`src/rtl/laai_pkg.sv`:
```
// Package: shared constants and types for the area address interner.
`timescale 1ns / 1ps
package laai_pkg;
   localparam int STORE_ENTRIES = 16;
   localparam int MAX_ADDR_BYTES = 13;
   localparam int MAX_LIST_ADDRS = 3;
   localparam int OPTION_BUFFER_BYTES = 256;
   localparam int IDX_W = $clog2(STORE_ENTRIES);
   localparam int EB_DEPTH = STORE_ENTRIES * MAX_ADDR_BYTES;
   localparam int EB_W = $clog2(EB_DEPTH);
   localparam int ALEN_W = $clog2(MAX_ADDR_BYTES + 1);

   localparam logic [2:0] ST_OK = 3'd0;
   localparam logic [2:0] ST_NO_AREA = 3'd1;
   localparam logic [2:0] ST_SHORT = 3'd2;
   localparam logic [2:0] ST_BAD_ADDR = 3'd3;
   localparam logic [2:0] ST_FULL = 3'd4;
   localparam logic [2:0] ST_OVERFLOW = 3'd5;

   localparam logic [0:0] REG_HEADER_BYTES = 1'd0;
   localparam logic [0:0] REG_AREA_CODE = 1'd1;

   typedef enum logic [2:0] {
      PH_HEADER = 3'd0,
      PH_CODE = 3'd1,
      PH_LEN = 3'd2,
      PH_VALUE = 3'd3,
      PH_SKIP = 3'd4,
      PH_DONE = 3'd5
   } phase_type;

   typedef enum logic [8:0] {
      S_IDLE = 9'b000000001,
      S_LHDR = 9'b000000010,
      S_CHK = 9'b000000100,
      S_SLOT = 9'b000001000,
      S_CMP = 9'b000010000,
      S_CPY = 9'b000100000,
      S_NEXT = 9'b001000000,
      S_OUT = 9'b010000000,
      S_ABBR = 9'b100000000
   } state_type;

   // controller -> datapath
   typedef struct packed {
      logic byte_step;   // accept input item
      logic load_alen;   // read address length byte from buffer
      logic chk;         // evaluate address checks
      logic slot_init;   // start at slot 0
      logic cmp_step;    // compare one byte
      logic cpy_step;    // copy one byte
      logic slot_next;   // advance slot
      logic commit_idx;  // record slot index
      logic fail_full;
      logic list_done;
      logic emit;
   } cmd_type;

   // datapath -> controller
   typedef struct packed {
      logic list_start;  // area option complete, walk list
      logic is_last;
      logic list_end;    // pos reached length
      logic chk_fail;
      logic slot_empty;
      logic slot_len_eq;
      logic byte_done;   // k reached alen
      logic byte_diff;
      logic slot_last;
   } sts_type;
endpackage

```
`src/rtl/laai_dp.sv`:
```
// Datapath: parser registers, option buffer, address store and result register.
`timescale 1ns / 1ps
module laai_dp (
   input logic clock,
   input logic reset,
   input laai_pkg::cmd_type cmd,
   output laai_pkg::sts_type sts,
   input logic [7:0] in_byte,
   input logic in_last,
   input logic csr_we,
   input logic [0:0] csr_idx,
   input logic [7:0] csr_data,
   output logic [2:0] r_status,
   output logic [1:0] r_count,
   output logic [3:0] r_idx0,
   output logic [3:0] r_idx1,
   output logic [3:0] r_idx2
);
   localparam int IW = laai_pkg::IDX_W;
   localparam int AW = laai_pkg::ALEN_W;
   localparam int EW = laai_pkg::EB_W;

   logic [7:0] hdr_cfg_ff, code_cfg_ff;
   logic [7:0] obuf [laai_pkg::OPTION_BUFFER_BYTES];
   logic [7:0] ebytes [laai_pkg::EB_DEPTH];
   logic [AW-1:0] elen_ff [laai_pkg::STORE_ENTRIES];

   logic started_ff;
   logic [7:0] hcnt_ff, code_ff, rem_ff, fill_ff;
   laai_pkg::phase_type ph_ff;
   logic [2:0] pst_ff;
   logic [1:0] cnt_ff;
   logic [3:0] idx_ff [3];
   logic start_ff;
   logic [8:0] pos_ff, len_ff;
   logic [7:0] alen_ff;
   logic [IW-1:0] slot_ff;
   logic [AW-1:0] k_ff;
   logic [EW-1:0] ebase_ff;
   logic [7:0] ob_q, eb_q;

   // buffer read address: len byte during check, address byte during walk
   logic [7:0] rd_a;
   logic [EW-1:0] ea;
   logic [8:0] nxt_pos;
   assign nxt_pos = pos_ff + 9'(alen_ff) + 9'd1;
   always_comb begin
      if (cmd.load_alen) rd_a = cmd.slot_init ? pos_ff[7:0] : nxt_pos[7:0];
      else if (cmd.cmp_step || cmd.cpy_step) rd_a = 8'(pos_ff + 9'd2 + 9'(k_ff));
      else rd_a = 8'(pos_ff + 9'd1);
   end
   assign ea = ebase_ff + EW'(k_ff);

   always_ff @(posedge clock) begin
      if (cmd.byte_step && ph_ff == laai_pkg::PH_VALUE) obuf[fill_ff] <= in_byte;
      ob_q <= obuf[rd_a];
      if (cmd.cpy_step) ebytes[ea] <= ob_q;
      eb_q <= ebytes[(cmd.cmp_step || cmd.cpy_step) ? EW'(ea + EW'(1)) : ea];
   end

   logic [8:0] left;
   assign left = len_ff - pos_ff - 9'd1;

   always_comb begin
      sts.is_last = in_last;
      sts.list_start = start_ff;
      sts.list_end = (pos_ff >= len_ff);
      sts.chk_fail = (ob_q == 8'd0) || (9'(ob_q) > left) ||
         (ob_q > 8'(laai_pkg::MAX_ADDR_BYTES)) || (cnt_ff >= 2'(laai_pkg::MAX_LIST_ADDRS));
      sts.slot_empty = (elen_ff[slot_ff] == '0);
      sts.slot_len_eq = (8'(elen_ff[slot_ff]) == alen_ff);
      sts.byte_done = (8'(k_ff) == alen_ff);
      sts.byte_diff = (ob_q != eb_q);
      sts.slot_last = (slot_ff == IW'(laai_pkg::STORE_ENTRIES - 1));
   end

   always_ff @(posedge clock) begin
      if (reset) begin
         hdr_cfg_ff <= 8'd27;
         code_cfg_ff <= 8'd1;
         for (int i = 0; i < laai_pkg::STORE_ENTRIES; i++) elen_ff[i] <= '0;
         started_ff <= 1'b0;
         ph_ff <= laai_pkg::PH_HEADER;
         hcnt_ff <= '0; code_ff <= '0; rem_ff <= '0; fill_ff <= '0;
         pst_ff <= laai_pkg::ST_NO_AREA;
         cnt_ff <= '0;
         start_ff <= 1'b0;
         pos_ff <= '0; len_ff <= '0; alen_ff <= '0; slot_ff <= '0; k_ff <= '0;
         ebase_ff <= '0;
         for (int i = 0; i < 3; i++) idx_ff[i] <= '0;
      end else begin
         start_ff <= 1'b0;
         if (csr_we) begin
            unique case (csr_idx)
               laai_pkg::REG_HEADER_BYTES: hdr_cfg_ff <= csr_data;
               laai_pkg::REG_AREA_CODE: code_cfg_ff <= csr_data;
               default: ;
            endcase
         end
         if (cmd.byte_step) begin : step
            logic [7:0] hc;
            logic cons;
            hc = started_ff ? hcnt_ff : hdr_cfg_ff;
            cons = (ph_ff == laai_pkg::PH_HEADER) && (hc != 8'd0);
            started_ff <= 1'b1;
            if (ph_ff == laai_pkg::PH_HEADER) hcnt_ff <= cons ? hc - 8'd1 : hc;
            if (!cons) begin
               case (ph_ff)
                  laai_pkg::PH_HEADER, laai_pkg::PH_CODE: begin
                     code_ff <= in_byte;
                     ph_ff <= laai_pkg::PH_LEN;
                  end
                  laai_pkg::PH_LEN: begin
                     rem_ff <= in_byte;
                     fill_ff <= '0;
                     if (code_ff == code_cfg_ff) begin
                        ph_ff <= (in_byte == 8'd0) ? laai_pkg::PH_DONE : laai_pkg::PH_VALUE;
                        if (in_byte == 8'd0) begin
                           pst_ff <= laai_pkg::ST_OK;
                           cnt_ff <= '0;
                        end
                     end else ph_ff <= (in_byte == 8'd0) ? laai_pkg::PH_CODE : laai_pkg::PH_SKIP;
                  end
                  laai_pkg::PH_VALUE: begin
                     fill_ff <= fill_ff + 8'd1;
                     rem_ff <= rem_ff - 8'd1;
                     if (rem_ff == 8'd1) begin
                        ph_ff <= laai_pkg::PH_DONE;
                        start_ff <= 1'b1;
                        pos_ff <= '0;
                        cnt_ff <= '0;
                        len_ff <= 9'(fill_ff) + 9'd1;
                     end
                  end
                  laai_pkg::PH_SKIP: begin
                     rem_ff <= rem_ff - 8'd1;
                     if (rem_ff == 8'd1) ph_ff <= laai_pkg::PH_CODE;
                  end
                  default: ;
               endcase
            end
            if (in_last) begin
               if (!cons && ((ph_ff == laai_pkg::PH_LEN && code_ff == code_cfg_ff &&
                     in_byte != 8'd0) || (ph_ff == laai_pkg::PH_LEN && code_ff != code_cfg_ff
                     && in_byte != 8'd0) || (ph_ff == laai_pkg::PH_VALUE && rem_ff != 8'd1)
                     || (ph_ff == laai_pkg::PH_SKIP && rem_ff != 8'd1))) begin
                  pst_ff <= laai_pkg::ST_SHORT;
                  cnt_ff <= '0;
               end
            end
         end
         if (cmd.load_alen) begin
            if (!cmd.slot_init) pos_ff <= nxt_pos;
         end
         if (cmd.chk) begin
            alen_ff <= ob_q;
            if (sts.chk_fail) begin
               pst_ff <= ((ob_q == 8'd0) || (9'(ob_q) > left) ||
                  (ob_q > 8'(laai_pkg::MAX_ADDR_BYTES))) ? laai_pkg::ST_BAD_ADDR :
                  laai_pkg::ST_OVERFLOW;
               cnt_ff <= '0;
            end
         end
         if (cmd.slot_init) begin
            slot_ff <= '0;
            ebase_ff <= '0;
            k_ff <= '0;
         end
         if (cmd.cmp_step || cmd.cpy_step) k_ff <= k_ff + AW'(1);
         if (cmd.slot_next) begin
            slot_ff <= slot_ff + IW'(1);
            ebase_ff <= ebase_ff + EW'(laai_pkg::MAX_ADDR_BYTES);
            k_ff <= '0;
         end
         if (cmd.commit_idx) begin
            if (sts.slot_empty) elen_ff[slot_ff] <= AW'(alen_ff);
            idx_ff[cnt_ff] <= 4'(slot_ff);
            cnt_ff <= cnt_ff + 2'd1;
         end
         if (cmd.fail_full) begin
            pst_ff <= laai_pkg::ST_FULL;
            cnt_ff <= '0;
         end
         if (cmd.list_done) pst_ff <= laai_pkg::ST_OK;
         if (cmd.emit) begin
            started_ff <= 1'b0;
            ph_ff <= laai_pkg::PH_HEADER;
            pst_ff <= laai_pkg::ST_NO_AREA;
            cnt_ff <= '0;
            for (int i = 0; i < 3; i++) idx_ff[i] <= '0;
         end
      end
   end

   // result register
   logic [1:0] oc;
   assign oc = (pst_ff == laai_pkg::ST_OK) ? cnt_ff : 2'd0;
   always_ff @(posedge clock) begin
      if (cmd.emit) begin
         r_status <= pst_ff;
         r_count <= oc;
         r_idx0 <= (oc > 2'd0) ? idx_ff[0] : 4'd0;
         r_idx1 <= (oc > 2'd1) ? idx_ff[1] : 4'd0;
         r_idx2 <= (oc > 2'd2) ? idx_ff[2] : 4'd0;
      end
   end
endmodule

```
`config.mk`:
```
export PLATFORM = sky130hd
export DESIGN_NAME = laai_dp
export DESIGN_NICKNAME = d
export VERILOG_FILES = /design/src/rtl/laai_pkg.sv /design/src/rtl/laai_dp.sv
export SDC_FILE = /design/constraint.sdc
export NUM_CORES = 2
export LEC_CHECK = 0
export CELL_PAD_IN_SITES_DETAIL_PLACEMENT = 0
export CELL_PAD_IN_SITES_GLOBAL_PLACEMENT = 1
export CORE_MARGIN = 3
export CORE_UTILIZATION = 49
export CTS_CLUSTER_DIAMETER = 40
export DETAILED_ROUTE_END_ITERATION = 10
export DONT_BUFFER_PORTS = 1
export PLACE_DENSITY_LB_ADDON = 0.25
export SYNTH_ARGS = -nofsm -noshare
export SYNTH_HDL_FRONTEND = slang
export SYNTH_SLANG_ARGS = --single-unit
```
`constraint.sdc`:
```
create_clock -name clock -period 7.01 [get_ports clock]
set_input_delay 2.103 -clock clock [delete_from_list [all_inputs] [get_ports clock]]
set_output_delay 2.103 -clock clock [all_outputs]
set_load 0.01 [all_outputs]
```
**Yosys cells after proc, flatten, opt, wreduce, memory -nomap -nowiden**

Memories as Yosys holds them, arrays and structs flattened. A register that Yosys moved wholly into a read port is not among the register bits.
Cells that the tools add are included.

- Memory bits (read-only): 0
- Bits in latches: 0
- Flip-flop bits (word level): 105
- Memory bits (writable): 3788
- Bits of input ports: 32
- Memories: 4
- Output and inout port bits: 26
- Logic and storage cells: 205

- Muxes and demuxes: 74
- Add/sub/neg operators: 17
- Div/mod/pow operators: 0
- Reduce and logical (&&, ||, !) cells: 49
- Equal/unequal tests: 17
- Multiply operators: 0
- Shift-type cells: 0
- Bitwise logic cells: 16
- Order comparisons: 7

Memory list:

| memory | depth | bits a word | rd ports | clocked after memory_dff | wr ports | line | RTL |
|---|---|---|---|---|---|---|---|
| obuf | 256 | 8 | 1 | 1 | 1 | laai_dp.sv:24 | `logic [7:0] obuf [laai_pkg::OPTION_BUFFER_BYTES];` |
| ebytes | 208 | 8 | 1 | 1 | 1 | laai_dp.sv:25 | `logic [7:0] ebytes [laai_pkg::EB_DEPTH];` |
| elen_ff | 16 | 4 | 1 | 1 | 16 | laai_dp.sv:26 | `logic [AW-1:0] elen_ff [laai_pkg::STORE_ENTRIES];` |
| idx_ff | 3 | 4 | 3 | 3 | 4 | laai_dp.sv:33 | `logic [3:0] idx_ff [3];` |

Operator list:

| cell | number |
|---|---|
| $mux W8 | 8 |
| $mux W9 | 6 |
| $mux W3 | 16 |
| $mux W4 | 10 |
| $pmux W8 S2 | 2 |
| $add A8 B1 Y8 const B | 3 |
| $mux W2 | 11 |
| $mux W1 | 19 |
| $add A8 B4 Y8 | 2 |
| $eq A4 B8 Y1 | 2 |
| $logic_not A8 Y1 | 2 |
| $ne A8 B8 Y1 | 2 |
| $reduce_bool A8 Y1 | 2 |
| $sub A8 B1 Y8 const B | 2 |
| $pmux W3 S4 | 1 |
| $reduce_or A4 Y1 | 3 |
| $add A8 B1 Y9 const B | 1 |
| $add A9 B1 Y9 const B | 1 |
| $add A9 B8 Y9 | 1 |
| $ge A9 B9 Y1 | 1 |
| $gt A8 B9 Y1 | 1 |
| $logic_and A1 B1 Y1 | 9 |
| $reduce_and A3 Y1 | 3 |
| $sub A9 B1 Y9 const B | 1 |
| 34 further kinds | 71 |

**Longest topological paths before layout**

- Word-level depth: 14
- Depth in mapped cells: 18

**Least setup slack after synthesis**

No wires, ideal clock.

- Kind: register -> output
- Start point: reg ob_q[1], read port of obuf
- End point: out sts[5] (netlist name)
- Data arrival time: 4.981 ns
- Buffers on the path: 0
- Path slack: -0.074 ns
- Stages on the path, launching flop included: 11
- Path through: dfxtp_1 ha_1 nor2b_1 o21a_1 o21a_1 o21a_1 o21a_1 o211ai_1 a311o_1 nand3_1 or2_2

RTL lines:

| element | line | RTL |
|---|---|---|
| start, declared | laai_dp.sv:40 | `logic [7:0] ob_q, eb_q;` |
| end, declared | laai_dp.sv:7 | `output laai_pkg::sts_type sts,` |

==> reports/metrics.cfg <==
[outcome]
outcome=finished, violations left
violations=capacitance limit, slew limit

[final_layout]
synthToLayoutAreaGrowth_pct=14.9
regArea_um2=117000
layout_commonest_cell=edfxtp_1
most-common-layout-cells=edfxtp_1, nand2_1, nand3_1, nor2_1, mux4_2
nNetsFinal=10500
drive_above_1_share_pct=17.7
multiInputGateArea_um2=38500
fillerInstances=24500

[synth]
ys.flop_type=edfxtp_1
ys_warn_count=0
synth_cell_types=81
synth_area_um2=158000
syn_nets=10300
yosysSeqAreaShare_pct=73.9
synth_async_sr_flop_share_pct=0
syn_inst=10200
synth_edf_count=3805
syn_avg_cell_area_um2=15.5
synth-seq-cells=3925

[power_and_ir_drop]
power.switching_mw=16.7
clkPwrFrac_pct=40.7
p_int_mw=45.0
sequentialPowerShare_pct=44.9
ir_drop_uv=287
combPwrFrac_pct=14.5
power_mw=61.8
power.density_nw_per_um2=340
p_leak_nw=59.6
p_sw_share_pct=27.1

[setup_path]
crit_type=reg -> out
cpLargestDelayFamily=adder cells
crit_required_ps=4910
path_buf_inv=2
start_kind=flip-flop
critPathMaxFanout=7
critPathCaptureType=output pin
crit_path_cell_trace=inv_1 -> ha_1 -> fa_1 -> inv_1 -> ha_1 -> nor2b_1 -> o21a_1 -> o21a_1 -> o21a_1 -> o21a_1 -> o211ai_1 -> a311o_1 -> nand3_1 -> or2_2
arrival_ps=4350
worst_path_most_repeated_cell=o21a_1
cp_slowest_cell=fa_1
critPathMaxStageDelay_ps=500

[floorplanning]
ios=58
die_h_um=574
initial_core_util_pct=49.4
core-area_um2=319000
die_w_um=574
dieArea_um2=329000
rows=207

[global_routing]
grt_pass1_wl_um=638000
grt_max_degree=261
grt_antenna_before_repair=10
grt_pass1_vias=90900
grt_usage_pct=26.1
grt_overflow_total=0

[cts]
clock_path_buffers=4
clk_latency_ps=990
clockRootBuffer=clkbuf_16
ctsResizeCount=0
path_clk_slew_ps=60
tritoncts=built
cts_hold_buffers=0
cts_sinks=3925
postCtsSetupBuffers=0
h-tree-depth=5
cts_buffers=483

[worst_hold_path]
min_path_type=reg -> reg

[detailed_routing]
vias=92600
drt_first_pass_iters=6
drtIter0Drc=10300
antenna_left=0
drc=0
finalWirelength_um=436000
vias_per_cell=6.12
wire_per_inst_um=28.8

[timing]
fmax_mhz=155
rsz0062_at_grt=false
setup_viol=0
fin_tns_setup_ps=0
worst_slew_pin_slew_ps=1530
min_period_over_period_pct=92.1
fin_crit_ps=6450
slew_headroom_pct=-3.01
slew_viol_final=2
hold_viol_final=0
fin_skew_ps=80.8

[placement]
io_buffers=0
place_congestion=0.890
dp_hpwl_um=259000

[job]
maxCapViolCount=1

-- final cells by class --
cell class              count  share of cell area [%]
diodes                      5                 0.00689
clock buffers             539                    6.78
clock inverters           371                    2.29
inverters                  47                  0.0972
multi-input cells        5497                    21.2
flip-flops and latches   3925                    64.3
well taps                4284                    2.95
repair buffers            477                    2.39
-- registers in the layout, summed over array words and instances, names as in the netlist, 8 cells and up, named ones only --
signal / count
ob_q: 8
eb_q: 8
hcnt_ff: 8
ebytes: 1664
hdr_cfg_ff: 8
obuf: 2048
alen_ff: 8
pos_ff: 9
code_cfg_ff: 8
elen_ff: 64
len_ff: 9
rem_ff: 8
code_ff: 8
fill_ff: 8
ebase_ff: 8
idx_ff: 12
-- worst paths after layout --
check / from / to / slack [ps] / depth (start not counted)
worst min register to register: code_cfg_ff[1]$_SDFFE_PP0P_ / code_cfg_ff[1]$_SDFFE_PP0P_ / 470 / 2
worst min-delay path: code_cfg_ff[1]$_SDFFE_PP0P_ / code_cfg_ff[1]$_SDFFE_PP0P_ / 470 / 2
worst max register to register: alen_ff[0]$_SDFFE_PP0P_ / ob_q[6]$_DFF_P_ / 1030 / 13
worst max-delay path: pos_ff[0]$_SDFF_PP0_ / sts[5] / 560 / 14
-- Yosys cell counts (all sizes together) (69+ instances only) --
cell type | instances | share of area (%)
mux4 | 559 | 8.0
o21ai | 92 | 0.29
nor3 | 88 | 0.29
nand3 | 638 | 2.0
a211oi | 143 | 0.69
and3 | 270 | 1.1
a311oi | 223 | 1.2
edfxtp | 3805 | 72
a21oi | 123 | 0.39
buf | 287 | 0.87
nand2 | 1918 | 4.6
nor2 | 619 | 1.5
dfxtp | 120 | 1.5
ha | 69 | 0.55
a31oi | 160 | 0.63
clkbuf | 399 | 0.95
-- worst register-to-register path, cell delays in order (launching register included) --
cell and delay [ps]:
dfxtp_1 490, clkinv_1 620, ha_1 470, fa_1 420, xor2_1 170, o211ai_1 380, and2_4 600, nor2_4 280
buf_4 360, a32oi_1 320, a31oi_1 180, nor4_1 1180, nor4_1 170, and4_1 270
-- per-stage QoR --
step | worst slack (ps) | utilization, % | instances | instance area [um^2] | hold slack [ps]
finish | 555 | 56.8 | 15100 | 181000 | 468
global route | 272 | 56.8 | 15100 | 181000 | 493
CTS | 475 | 56.8 | 15100 | 181000 | 468
detailed placement | 539 | 51.7 | 14200 | 165000 | 460
global placement | 540 | 51.7 | 14200 | 165000 | 450
floorplan | 99.8 | - | 10200 | 158000 | 431
-- cell families (layout without fill, tap and decap cells) --
logic type | Yosys count | after routing | share of synthesized area (%)
DFF | 3925 | 3925 | 73.9
and+or+nand+nor | 3765 | 3765 | 10.4
AOI/OAI and AO/OA | 980 | 980 | 4.52
buffers and inverters | 733 | 1434 | 1.93
muxes | 605 | 605 | 8.27
xor gates and xnor gates | 74 | 74 | 0.420
adders and majority gates | 73 | 73 | 0.598
other | 0 | 5 | 0
-- power by group through the flow --
stage | logic (mW) | clock network (mW) | registers (mW)
CTS | 8.95 | 25.4 | 27.7
global route | 9.51 | 26.4 | 27.7
floorplan | 4.42 | 0 | 28.9
global placement | 8.75 | 0 | 28.2
detailed placement | 8.92 | 0 | 28.2
finish | 8.93 | 25.1 | 27.7
-- metal layers --
layer	vias to the layer above	GRT usage (%)	share of wire, %
met5	-	0	0.0060
met2	4222	41.5	48
met4	4	10.5	4.3
met3	802	4.26	7.9
li1	39900	-	-
met1	47600	36.2	40
Power figures use the tool's default switching activity.
