## config.mk

```make
export PLATFORM = sky130hd
export DESIGN_NAME = laai_ctrl
export DESIGN_NICKNAME = d
export VERILOG_FILES = /design/src/rtl/laai_pkg.sv /design/src/rtl/laai_ctrl.sv
export SDC_FILE = /design/constraint.sdc
export NUM_CORES = 1
export LEC_CHECK = 0
export BUFFER_PORTS_ARGS = -buffer_cell sky130_fd_sc_hd__buf_2
export CELL_PAD_IN_SITES_DETAIL_PLACEMENT = 1
export CELL_PAD_IN_SITES_GLOBAL_PLACEMENT = 2
export CORE_MARGIN = 2
export CORE_UTILIZATION = 25
export CTS_CLUSTER_SIZE = 8
export DETAILED_ROUTE_END_ITERATION = 8
export PLACE_DENSITY_LB_ADDON = 0.1
export SLEW_MARGIN = 40
export SYNTH_ARGS = -nofsm -noshare
export SYNTH_HDL_FRONTEND = slang
export SYNTH_SLANG_ARGS = --single-unit
```

## constraint.sdc

```tcl
create_clock -name clock -period 2.75 [get_ports clock]
set_clock_uncertainty 0.15 [all_clocks]
set_input_delay 0.1375 -clock clock [delete_from_list [all_inputs] [get_ports clock]]
set_output_delay 0.1375 -clock clock [all_outputs]
set_load 0.05 [all_outputs]
```

## src/rtl/laai_pkg.sv

```systemverilog
// Package: shared constants and types for the area address interner.
`timescale 1ns / 1ps
package laai_pkg;
   localparam int STORE_ENTRIES = 16;
   localparam int MAX_ADDR_BYTES = 13;
   localparam int MAX_LIST_ADDRS = 3;
   localparam int OPTION_BUFFER_BYTES = 256;
   localparam int IDX_W = $clog2(STORE_ENTRIES);
   localparam int EB_DEPTH = STORE_ENTRIES * MAX_ADDR_BYTES;
   localparam int EB_W = $clog2(EB_DEPTH);
   localparam int ALEN_W = $clog2(MAX_ADDR_BYTES + 1);

   localparam logic [2:0] ST_OK = 3'd0;
   localparam logic [2:0] ST_NO_AREA = 3'd1;
   localparam logic [2:0] ST_SHORT = 3'd2;
   localparam logic [2:0] ST_BAD_ADDR = 3'd3;
   localparam logic [2:0] ST_FULL = 3'd4;
   localparam logic [2:0] ST_OVERFLOW = 3'd5;

   localparam logic [0:0] REG_HEADER_BYTES = 1'd0;
   localparam logic [0:0] REG_AREA_CODE = 1'd1;

   typedef enum logic [2:0] {
      PH_HEADER = 3'd0,
      PH_CODE = 3'd1,
      PH_LEN = 3'd2,
      PH_VALUE = 3'd3,
      PH_SKIP = 3'd4,
      PH_DONE = 3'd5
   } phase_type;

   typedef enum logic [8:0] {
      S_IDLE = 9'b000000001,
      S_LHDR = 9'b000000010,
      S_CHK = 9'b000000100,
      S_SLOT = 9'b000001000,
      S_CMP = 9'b000010000,
      S_CPY = 9'b000100000,
      S_NEXT = 9'b001000000,
      S_OUT = 9'b010000000,
      S_ABBR = 9'b100000000
   } state_type;

   // controller -> datapath
   typedef struct packed {
      logic byte_step;   // accept input item
      logic load_alen;   // read address length byte from buffer
      logic chk;         // evaluate address checks
      logic slot_init;   // start at slot 0
      logic cmp_step;    // compare one byte
      logic cpy_step;    // copy one byte
      logic slot_next;   // advance slot
      logic commit_idx;  // record slot index
      logic fail_full;
      logic list_done;
      logic emit;
   } cmd_type;

   // datapath -> controller
   typedef struct packed {
      logic list_start;  // area option complete, walk list
      logic is_last;
      logic list_end;    // pos reached length
      logic chk_fail;
      logic slot_empty;
      logic slot_len_eq;
      logic byte_done;   // k reached alen
      logic byte_diff;
      logic slot_last;
   } sts_type;
endpackage

```

## src/rtl/laai_ctrl.sv

```systemverilog
// Controller: sequences byte intake, list walk and store search.
`timescale 1ns / 1ps
module laai_ctrl (
   input logic clock,
   input logic reset,
   input logic req_fire,
   input logic rsp_fire,
   input laai_pkg::sts_type sts,
   output laai_pkg::cmd_type cmd,
   output logic busy,
   output logic rsp_pend
);
   laai_pkg::state_type state_ff, state_in;
   logic last_ff, last_in;

   always_ff @(posedge clock) begin
      if (reset) begin
         state_ff <= laai_pkg::S_IDLE;
         last_ff <= 1'b0;
      end else begin
         state_ff <= state_in;
         last_ff <= last_in;
      end
   end

   always_comb begin
      state_in = state_ff;
      last_in = last_ff;
      cmd = '0;
      unique case (state_ff)
         laai_pkg::S_IDLE: begin
            if (req_fire) begin
               cmd.byte_step = 1'b1;
               last_in = sts.is_last;
               state_in = laai_pkg::S_LHDR;
            end
         end
         laai_pkg::S_LHDR: begin
            if (sts.list_start) begin
               state_in = laai_pkg::S_CHK;
               cmd.load_alen = 1'b1;
               cmd.slot_init = 1'b1;
            end else if (last_ff) state_in = laai_pkg::S_OUT;
            else state_in = laai_pkg::S_IDLE;
         end
         laai_pkg::S_CHK: begin
            if (sts.list_end) begin
               cmd.list_done = 1'b1;
               state_in = last_ff ? laai_pkg::S_OUT : laai_pkg::S_IDLE;
            end else begin
               cmd.chk = 1'b1;
               if (sts.chk_fail) state_in = last_ff ? laai_pkg::S_OUT : laai_pkg::S_IDLE;
               else begin
                  cmd.slot_init = 1'b1;
                  state_in = laai_pkg::S_SLOT;
               end
            end
         end
         laai_pkg::S_SLOT: begin
            if (sts.slot_empty) state_in = laai_pkg::S_CPY;
            else if (sts.slot_len_eq) state_in = laai_pkg::S_CMP;
            else state_in = laai_pkg::S_ABBR;
         end
         laai_pkg::S_CMP: begin
            if (sts.byte_done) begin
               cmd.commit_idx = 1'b1;
               state_in = laai_pkg::S_NEXT;
            end else if (sts.byte_diff) state_in = laai_pkg::S_ABBR;
            else cmd.cmp_step = 1'b1;
         end
         laai_pkg::S_CPY: begin
            if (sts.byte_done) begin
               cmd.commit_idx = 1'b1;
               state_in = laai_pkg::S_NEXT;
            end else cmd.cpy_step = 1'b1;
         end
         laai_pkg::S_ABBR: begin
            if (sts.slot_last) begin
               cmd.fail_full = 1'b1;
               state_in = last_ff ? laai_pkg::S_OUT : laai_pkg::S_IDLE;
            end else begin
               cmd.slot_next = 1'b1;
               state_in = laai_pkg::S_SLOT;
            end
         end
         laai_pkg::S_NEXT: begin
            cmd.load_alen = 1'b1;
            state_in = laai_pkg::S_CHK;
         end
         laai_pkg::S_OUT: begin
            cmd.emit = 1'b1;
            last_in = 1'b0;
            state_in = laai_pkg::S_IDLE;
         end
         default: state_in = laai_pkg::S_IDLE;
      endcase
   end

   assign busy = (state_ff != laai_pkg::S_IDLE);
   // result register occupancy
   logic pend_ff;
   always_ff @(posedge clock) begin
      if (reset) pend_ff <= 1'b0;
      else if (cmd.emit) pend_ff <= 1'b1;
      else if (rsp_fire) pend_ff <= 1'b0;
   end
   assign rsp_pend = pend_ff;
endmodule

```

# --- Yosys cells after proc, flatten, opt, wreduce, memory -nomap -nowiden ---
# Index checks and enable logic that the tools add are counted.
totals:
  register_bits: 11
  latchBits: 0
  ramBits: 0
  rom_bits: 0
  inputBits: 13
  out_inout_bits: 13
  word_cells: 59
  n_memories: 0
classes:
  addsub: 0
  multipliers: 0
  div: 0
  magnitude_cmp: 0
  eq_ne: 13
  n_shift: 0
  mux: 38
  n_bitwise: 0
  n_reduce_logical: 5
op_table:
  columns: ["op", "count"]
  rows:
  - ["two-way mux 9 bit", 10]
  - ["case mux 9 bit (8 select lines)", 1]
  - ["two-way mux 1 bit", 22]
  - ["== test 9 x 1 -> 1 bit (second input constant)", 1]
  - ["== test 9 x 2 -> 1 bit (second input constant)", 1]
  - ["== test 9 x 3 -> 1 bit (second input constant)", 1]
  - ["== test 9 x 4 -> 1 bit (second input constant)", 1]
  - ["== test 9 x 5 -> 1 bit (second input constant)", 1]
  - ["== test 9 x 6 -> 1 bit (second input constant)", 1]
  - ["== test 9 x 7 -> 1 bit (second input constant)", 1]
  - ["== test 9 x 8 -> 1 bit (second input constant)", 1]
  - ["== test 9 bit (second input constant)", 1]
  - ["inequality test 9 x 1 -> 1 bit (second input constant)", 1]
  - ["two-way mux 8 bit", 1]
  - ["case mux 1 bit (2 select lines)", 3]
  - ["inequality test 2 bit (second input constant)", 2]
  - ["nonzero test 2 bit", 2]
  - ["inequality test 3 bit (second input constant)", 1]
  - ["AND reduction 3 bit", 1]
  - ["two-way mux 2 bit", 1]
  - ["AND reduction 2 bit", 1]
  - ["OR reduction 2 bit", 1]

# --- Longest topological paths before layout ---
# Gate-level depths: netlist of the first run.
logic_depth:
  ltp_word: 4
  depth_mapped: 5
  mapped_depth_nobuf: 4

# --- Worst setup path after synthesis of the first run ---
# OpenSTA, ideal clock, no wires.
synth_timing:
  kind: "reg2reg"
  start: "register state_ff[6]"
  end: "register state_ff[4]"
  setup_ps: 185
  t_arrival_ps: 2232
  t_required_ps: 2415
  setup_slack_ps: 183
  path_stages_with_launch: 5
  path_buffers: 1
  period_less_slack_ps: 2567
  path_cell_list: "dfxtp_1 > buf_6 > or4_4 > nor3_1 > nor4_1"
synth_via:
  elab_chain_len: 3
  word_cells_on_any_way: 13
  cone_classes: "eq/ne (11); mux (1); reduce/logical (1)"
synth_lines:
  columns: ["item", "line_no", "text"]
  rows:
  - ["start, declared", "laai_ctrl.sv:13", "laai_pkg::state_type state_ff, state_in;"]
  - ["start signal, assigned", "laai_ctrl.sv:18", "state_ff <= laai_pkg::S_IDLE;"]
  - ["start signal, assigned", "laai_ctrl.sv:21", "state_ff <= state_in;"]
  - ["== test 9 x 5 -> 1 bit, or another cell as far along", "laai_ctrl.sv:30", "unique case (state_ff)"]
  - ["inequality test 3 bit (no source line) / inequality test 2 bit (equally long branches)", null, null]
  - ["AND reduction 3 bit (no source line)", null, null]
# Several ways; a longest one is shown, not always the timed one.
# A chain may end at the register's enable or synchronous reset.

==> flow_metrics.py, run 1 <==
metrics = {
    "power": {
        "swShare_pct": 46.4,
        "cellPowerDensity_nw_per_um2": 687,
        "pwr-share-clk_pct": 17.2,
        "leakage_uw": 0.000439,
        "power_uw": 667,
        "combPwrFrac_pct": 48.9,
        "intPower_uw": 358,
        "p_seq_share_pct": 33.9,
        "p_sw_uw": 310,
        "ir_drop_v": 0.000414,
    },
    "grt": {
        "antenna_found_initial": 0,
        "grt_max_degree": 13,
        "grt_pass1_wl_mm": 3.59,
        "grt_pass1_vias": 757,
        "grt_usage_pct": 13.7,
        "overflow": 0,
    },
    "synthesis": {
        "synth_top_area_share_pct": 28.7,
        "syn-num-nets": 110,
        "ys_seq_area_share_pct": 28.7,
        "synth_area_leaders": "dfxtp_1 (29%), inv_1 (4.4%), or4_4 (4.4%), nor3_1 (3.9%), nor2_1 (3.9%)",
        "synth_cell_types": 37,
        "post_synth_instance_area_um2": 767,
        "syn_avg_cell_area_um2": 7.91,
        "synth_seq_cells": 11,
        "netlist_instances": 97,
        "yosysWarnings": 0,
        "synth_top_cell_by_area": "dfxtp_1",
    },
    "cells_and_area": {
        "nets": 139,
        "seqCellArea_um2": 220,
        "drive_gt1_share_pct": 29.6,
        "multiInputGateArea_um2": 487,
        "areaGrowthSynthToFinish_pct": 26.6,
        "antennaDiodeCount": 0,
        "design_area_um2": 971,
        "fillers": 367,
    },
    "setup_path": {
        "r2r_end": "state_ff[0]$_SDFFE_PP1P_",
        "max_stage_delay_ps": 600,
        "cp-end-kind": "primary output",
        "worstReg2RegStart": "state_ff[8]$_SDFFE_PP0P_",
        "rr_worst_depth": 4,
        "worst_ep_required_time_ps": 2460,
        "arrival_ps": 2170,
        "critPathMaxFanout": 11,
        "cpMaxStageDelayCell": "or4_4",
        "worst_setup_path_start_kind": "flop",
        "crit_start": "state_ff[8]$_SDFFE_PP0P_",
        "crit_chain": "or4_4 > or4_4 > nor2_1 > buf_2",
        "critPathCapture": "cmd[6]",
        "r2r_setup_slack_ps": 560,
        "path_class": "flop to primary output",
        "cp_common_cell": "or4_4",
    },
    "placement": {
        "pre_cts_ws_ps": 584,
        "gp_congestion": 0.761,
        "post-dp-hpwl_mm": 1.72,
        "io_buffers": 25,
        "placed_area_um2": 915,
    },
    "sta": {
        "hold_viol": 0,
        "whs_ps": 8.91,
        "setup_tns_ps": 0,
        "max_freq_mhz": 406,
        "min_period_over_period_pct": 89.5,
        "setup_viol": 0,
        "relSlewSlack_pct": 60.3,
        "setup_ws_ps": 288,
        "finalWorstPathRequiredPeriod_ps": 2460,
        "tightest_slew_ps": 587,
        "rsz0062_at_grt": "false",
        "drv_slew": 0,
    },
    "run_status": {
        "status": "finished clean",
    },
    "route": {
        "routed_wl_mm": 2.13,
        "routed_via_density": 5.08,
        "drt_iter0_drc": 6,
        "vias": 803,
        "drc": 0,
        "drtAntennaViolNets": 0,
        "post_drt_wl_per_cell_um": 13.5,
        "dr.pass1.iters": 4,
    },
    "clocking": {
        "cts_root_buf": "clkbuf_4",
        "clock_latency_ps": 270,
        "cts_buffers": 3,
        "cts_tree": "done",
        "clockBufferDepth": 2,
        "post_cts_buffers": 0,
        "clk_pin_slew_ps": 70,
        "h-tree-depth": 1,
        "clock_sinks": 11,
    },
    "floorplanning": {
        "die_w_um": 59.4,
        "die-area_um2": 3530,
        "ios": 26,
        "coreArea_um2": 2980,
        "die_y_um": 59.4,
        "initial_utilization_pct": 25.8,
        "row_count": 20,
    },
    "flow_run": {
        "cap_violations": 0,
    },
    "min_path": {
        "hp-class": "primary input to flop",
        "whs_path_depth": 4,
    },
}
[registers in the layout (all words and copies together) (netlist names)]
signal    flops
state_ff      9
last_ff       1
rsp_pend      1
[how the worst min path moves through the flow]
stage / start / endpoint / slack (ps)
floorplan: sts[4] / state_ff[5]$_SDFFE_PP0P_ / 120
CTS: rsp_fire / rsp_pend$_SDFFE_PP0P_ / 10
detailed placement: sts[4] / state_ff[5]$_SDFFE_PP0P_ / 260
finish: rsp_fire / rsp_pend$_SDFFE_PP0P_ / 9
global route: sts[3] / state_ff[8]$_SDFFE_PP0P_ / 10
global placement: sts[4] / state_ff[5]$_SDFFE_PP0P_ / 270
[placed cells by master, fill, tap and decap left out]
master / n
buf_2: 25
dfxtp_1: 11
inv_1: 9
nor2_1: 8
nor3_1: 6
nand2_1: 5
nor4_1: 4
and2_1: 4
and3_1: 4
nor4b_1: 3
or4_4: 3
nand2b_1: 3
a211oi_1: 3
a21oi_1: 3
clkbuf_4: 3
dlygate4sd3_1: 3
and4_1: 2
nand3_1: 2
mux2i_1: 2
xnor2_1: 2
nand4_1: 2
nor4_2: 1
or2_1: 1
nor2b_1: 1
o21ai_0: 1
or4_1: 1
nor4b_2: 1
or3_1: 1
or3b_2: 1
or2_2: 1
nand4b_1: 1
o211ai_1: 1
xor2_1: 1
a211o_1: 1
a2111o_1: 1
a2111oi_2: 1
o21ai_1: 1
clkbuf_1: 1
buf_4: 1
[logic make-up after synthesis]
logic type	count (synthesis)	share of synthesized area, %
simple gates	55	45.7
buf+inv	14	7.83
compound gates	12	11.7
flops	11	28.7
xor+xnor	3	3.43
mux	2	2.61
[metrics by stage]
stage               utilization, %  cells
floorplan                        -     97
CTS                           32.6    158
global route                  32.6    158
finish                        32.6    158
detailed placement            30.7    151
global placement              30.7    151
[layout make-up]
class                           count  share of cell area (%)
Clock buffer                        4                    2.71
Inverter                            9                    3.48
Multi-Input combinational cell     72                    50.1
Sequential cell                    11                    22.7
Tap cell                           33                    4.25
Timing Repair Buffer               29                    16.8
[synth_stat cells]
library cell	number
mux2i_1	2
buf_1	1
a2111o_1	1
buf_6	1
and3_1	4
nor2_1	8
clkbuf_1	3
nand2_1	5
xnor2_1	2
inv_1	9
nand2b_1	3
a2111oi_2	1
nand4b_1	1
or2_2	1
and2_1	4
o21ai_1	1
nor3_1	6
nand3_1	2
nor4_2	1
a211oi_1	3
a21oi_1	3
o211ai_1	1
dfxtp_1	11
nand4_1	2
nor4b_1	3
and4_1	2
a211o_1	1
or3_1	1
nor4_1	4
nor2b_1	1
or2_1	1
or3b_2	1
nor4b_2	1
o21ai_0	1
or4_1	1
or4_4	3
xor2_1	1
[power by group through the flow]
stage / Combinational (µW) / Clock, µW / Sequential (µW)
finish: 326 / 115 / 226
global route: 358 / 132 / 232
CTS: 329 / 120 / 225
detailed placement: 323 / 0 / 229
global placement: 328 / 0 / 228
floorplan: 278 / 0 / 194
[worst max-delay path: cells and delay by family (launching register included)]
family                 cells  cell delay [ps]
AND/OR/NAND/NOR            3             1210
flip-flops                 1              430
buffers and inverters      1              260
[timing repair]
| item | CTS | global route |
|---|---|---|
| gates resized for setup | 0 | 0 |
| endpoints found under the hold margin | 3 | 0 |
| hold buffers | 3 | 0 |
[layer usage]
layer / routed length, µm / GRT usage [%] / up-vias
li1: - / - / 413
met1: 1070 / 19.4 / 370
met2: 968 / 21.0 / 16
met3: 61 / 1.31 / 4
met4: 28 / 5.84 / 0
met5: 0 / 0 / -
(Power assumes the default switching activity.)
==> inputs of run 2 (changes only) <==
--- a/config.mk
+++ b/config.mk
@@ -8,9 +8,9 @@
 export BUFFER_PORTS_ARGS = -buffer_cell sky130_fd_sc_hd__buf_2
 export CELL_PAD_IN_SITES_DETAIL_PLACEMENT = 1
 export CELL_PAD_IN_SITES_GLOBAL_PLACEMENT = 2
+export CORE_ASPECT_RATIO = 0.7
 export CORE_MARGIN = 2
 export CORE_UTILIZATION = 25
-export CTS_CLUSTER_SIZE = 8
 export DETAILED_ROUTE_END_ITERATION = 8
 export PLACE_DENSITY_LB_ADDON = 0.1
 export SLEW_MARGIN = 40
==> run 2 against run 1 <==
Effect of this change: combinational power down 3%; register-to-register slack got worse by 90 ps; sequential share of layout area increased by 0.18 points; die area up 0.19%; core utilization up 1.0 points; first-iteration DRC count grew to 11 times the previous value; global-route usage rose by 0.18 points; flip-flop and latch count is the same; critical path type unchanged; largest cell class unchanged.
==> flow_metrics.py, run 2 (synthesis results as in run 1) <==
metrics = {
    "run_status": {
        "status": "finished clean",
    },
    "power": {
        "intPower_uw": 401,
        "cellPowerDensity_nw_per_um2": 744,
        "p_seq_share_pct": 32.1,
        "swShare_pct": 44.0,
        "leakage_uw": 0.000435,
        "ir_drop_v": 0.000349,
        "p_sw_uw": 315,
        "pwr-share-clk_pct": 23.7,
        "combPwrFrac_pct": 44.2,
    },
    "setup_path": {
        "worst_setup_path_start_kind": "flop",
        "worstReg2RegStart": "state_ff[6]$_SDFFE_PP0P_",
        "arrival_ps": 2160,
        "max_stage_delay_ps": 610,
        "crit_chain": "or4_4 > or4_4 > nor2_1 > buf_2",
        "crit_family": "simple AND/OR/NAND/NOR gates",
        "r2r_end": "state_ff[0]$_SDFFE_PP1P_",
        "cpMaxStageDelayCell": "or4_4",
        "path_buf_inv": 1,
        "r2r_setup_slack_ps": 470,
        "worst_ep_required_time_ps": 2460,
        "rr_worst_depth": 4,
        "critPathMaxFanout": 10,
        "cp-end-kind": "primary output",
        "path_class": "flop to primary output",
        "cp_common_cell": "or4_4",
    },
    "sta": {
        "setup_tns_ps": 0,
        "finalWorstPathRequiredPeriod_ps": 2450,
        "min_period_over_period_pct": 89.0,
        "tightest_slew_ps": 563,
        "hold_viol": 0,
        "rsz0062_at_grt": "false",
        "setup_viol": 0,
        "max_freq_mhz": 409,
        "drv_slew": 0,
        "relSlewSlack_pct": 62.1,
        "setup_ws_ps": 302,
    },
    "grt": {
        "antenna_found_initial": 0,
        "overflow": 0,
        "grt_pass1_wl_mm": 3.87,
        "grt_usage_pct": 13.9,
        "grt_pass1_vias": 783,
        "grt_max_degree": 13,
    },
    "cells_and_area": {
        "final_common_cell": "buf_2",
        "nets": 136,
        "top_register": "state_ff",
        "areaGrowthSynthToFinish_pct": 25.6,
        "drive_gt1_share_pct": 30.3,
        "layout_common_cells": "buf_2 (25), dfxtp_1 (11), inv_1 (9)",
        "antennaDiodeCount": 0,
        "largest_reg_flops": 9,
        "fillers": 361,
        "finish.utilization_pct": 33.7,
    },
    "floorplanning": {
        "row_count": 16,
        "die_w_um": 70.2,
        "die-area_um2": 3530,
        "ios": 26,
        "coreArea_um2": 2860,
        "initial_utilization_pct": 26.8,
        "die_y_um": 50.3,
    },
    "clocking": {
        "clockBufferDepth": 2,
        "clock_latency_ps": 240,
        "cts_tree": "done",
        "h-tree-depth": 1,
        "ctsResizeCount": 0,
        "cts_root_buf": "clkbuf_8",
        "cts_buffers": 3,
        "clock_sinks": 11,
        "clk_pin_slew_ps": 60,
        "postCtsHoldBufs": 0,
        "post_cts_buffers": 0,
    },
    "placement": {
        "post-dp-hpwl_mm": 1.81,
        "gp_congestion": 0.762,
        "pre_cts_ws_ps": 520,
        "io_buffers": 25,
    },
    "route": {
        "vias": 785,
        "drtAntennaViolNets": 0,
        "post_drt_wl_per_cell_um": 14.7,
        "dr.pass1.iters": 4,
        "routed_wl_mm": 2.32,
        "drt_iter0_drc": 66,
        "routed_via_density": 4.97,
        "drc": 0,
    },
    "min_path": {
        "hold_path_startpoint": "sts[2]",
        "whs_path_depth": 2,
        "worstHoldEndpoint": "state_ff[6]$_SDFFE_PP0P_",
        "hp-class": "primary input to flop",
    },
    "flow_run": {
        "cap_violations": 0,
    },
}
[run 2: changes by cell type in the layout (fill, tap and decap cells not counted)]
cell,change
clkbuf_8,+3
clkbuf_4,-3
dlygate4sd3_1,-3
[run 2: metrics by stage]
stage	hold slack (ps)	area (µm²)	power (µW)	cells
6_report	14.8	963	717	158
3_3_place_gp	265	918	552	154
3_5_place_dp	267	918	552	154
2_1_floorplan	124	767	472	97
4_1_cts	11.7	963	727	158
5_1_grt	20.1	963	769	158
[run 2: power by group through the flow]
stage               clock [µW]  sequential [µW]  combinational (µW)
finish                     170              230                 317
detailed placement           0              233                 319
global route               187              235                 347
global placement             0              232                 321
CTS                        178              230                 320
floorplan                    0              194                 278
[run 2: worst max-delay path by stage]
stage	startpoint	endpoint	cells after the start	slack, ps
2_1_floorplan	state_ff[6]$_SDFFE_PP0P_	state_ff[4]$_SDFFE_PP0P_	4	180
3_3_place_gp	state_ff[8]$_SDFFE_PP0P_	state_ff[0]$_SDFFE_PP1P_	4	540
3_5_place_dp	state_ff[6]$_SDFFE_PP0P_	state_ff[0]$_SDFFE_PP1P_	4	520
4_1_cts	state_ff[1]$_SDFFE_PP0P_	cmd[6]	4	300
5_1_grt	state_ff[1]$_SDFFE_PP0P_	cmd[6]	4	210
6_report	state_ff[6]$_SDFFE_PP0P_	cmd[6]	4	300
[run 2: per-layer routing]
layer	part of all wire, %	GRT usage, %	up-vias
met2	41	21.3	14
met5	0	0	-
met3	4.3	4.02	2
met1	55	19.8	366
met4	0.17	1.92	0
li1	-	-	403
[run 2: cell type report]
| class | count | area, µm² | area share (%) |
|---|---|---|---|
| Clock buffer | 4 | 45.0 | 4.68 |
| Inverter | 9 | 33.8 | 3.51 |
| Multi-Input combinational cell | 72 | 487 | 50.5 |
| Sequential cell | 11 | 220 | 22.9 |
| Tap cell | 36 | 45.0 | 4.68 |
| Timing Repair Buffer | 26 | 133 | 13.8 |
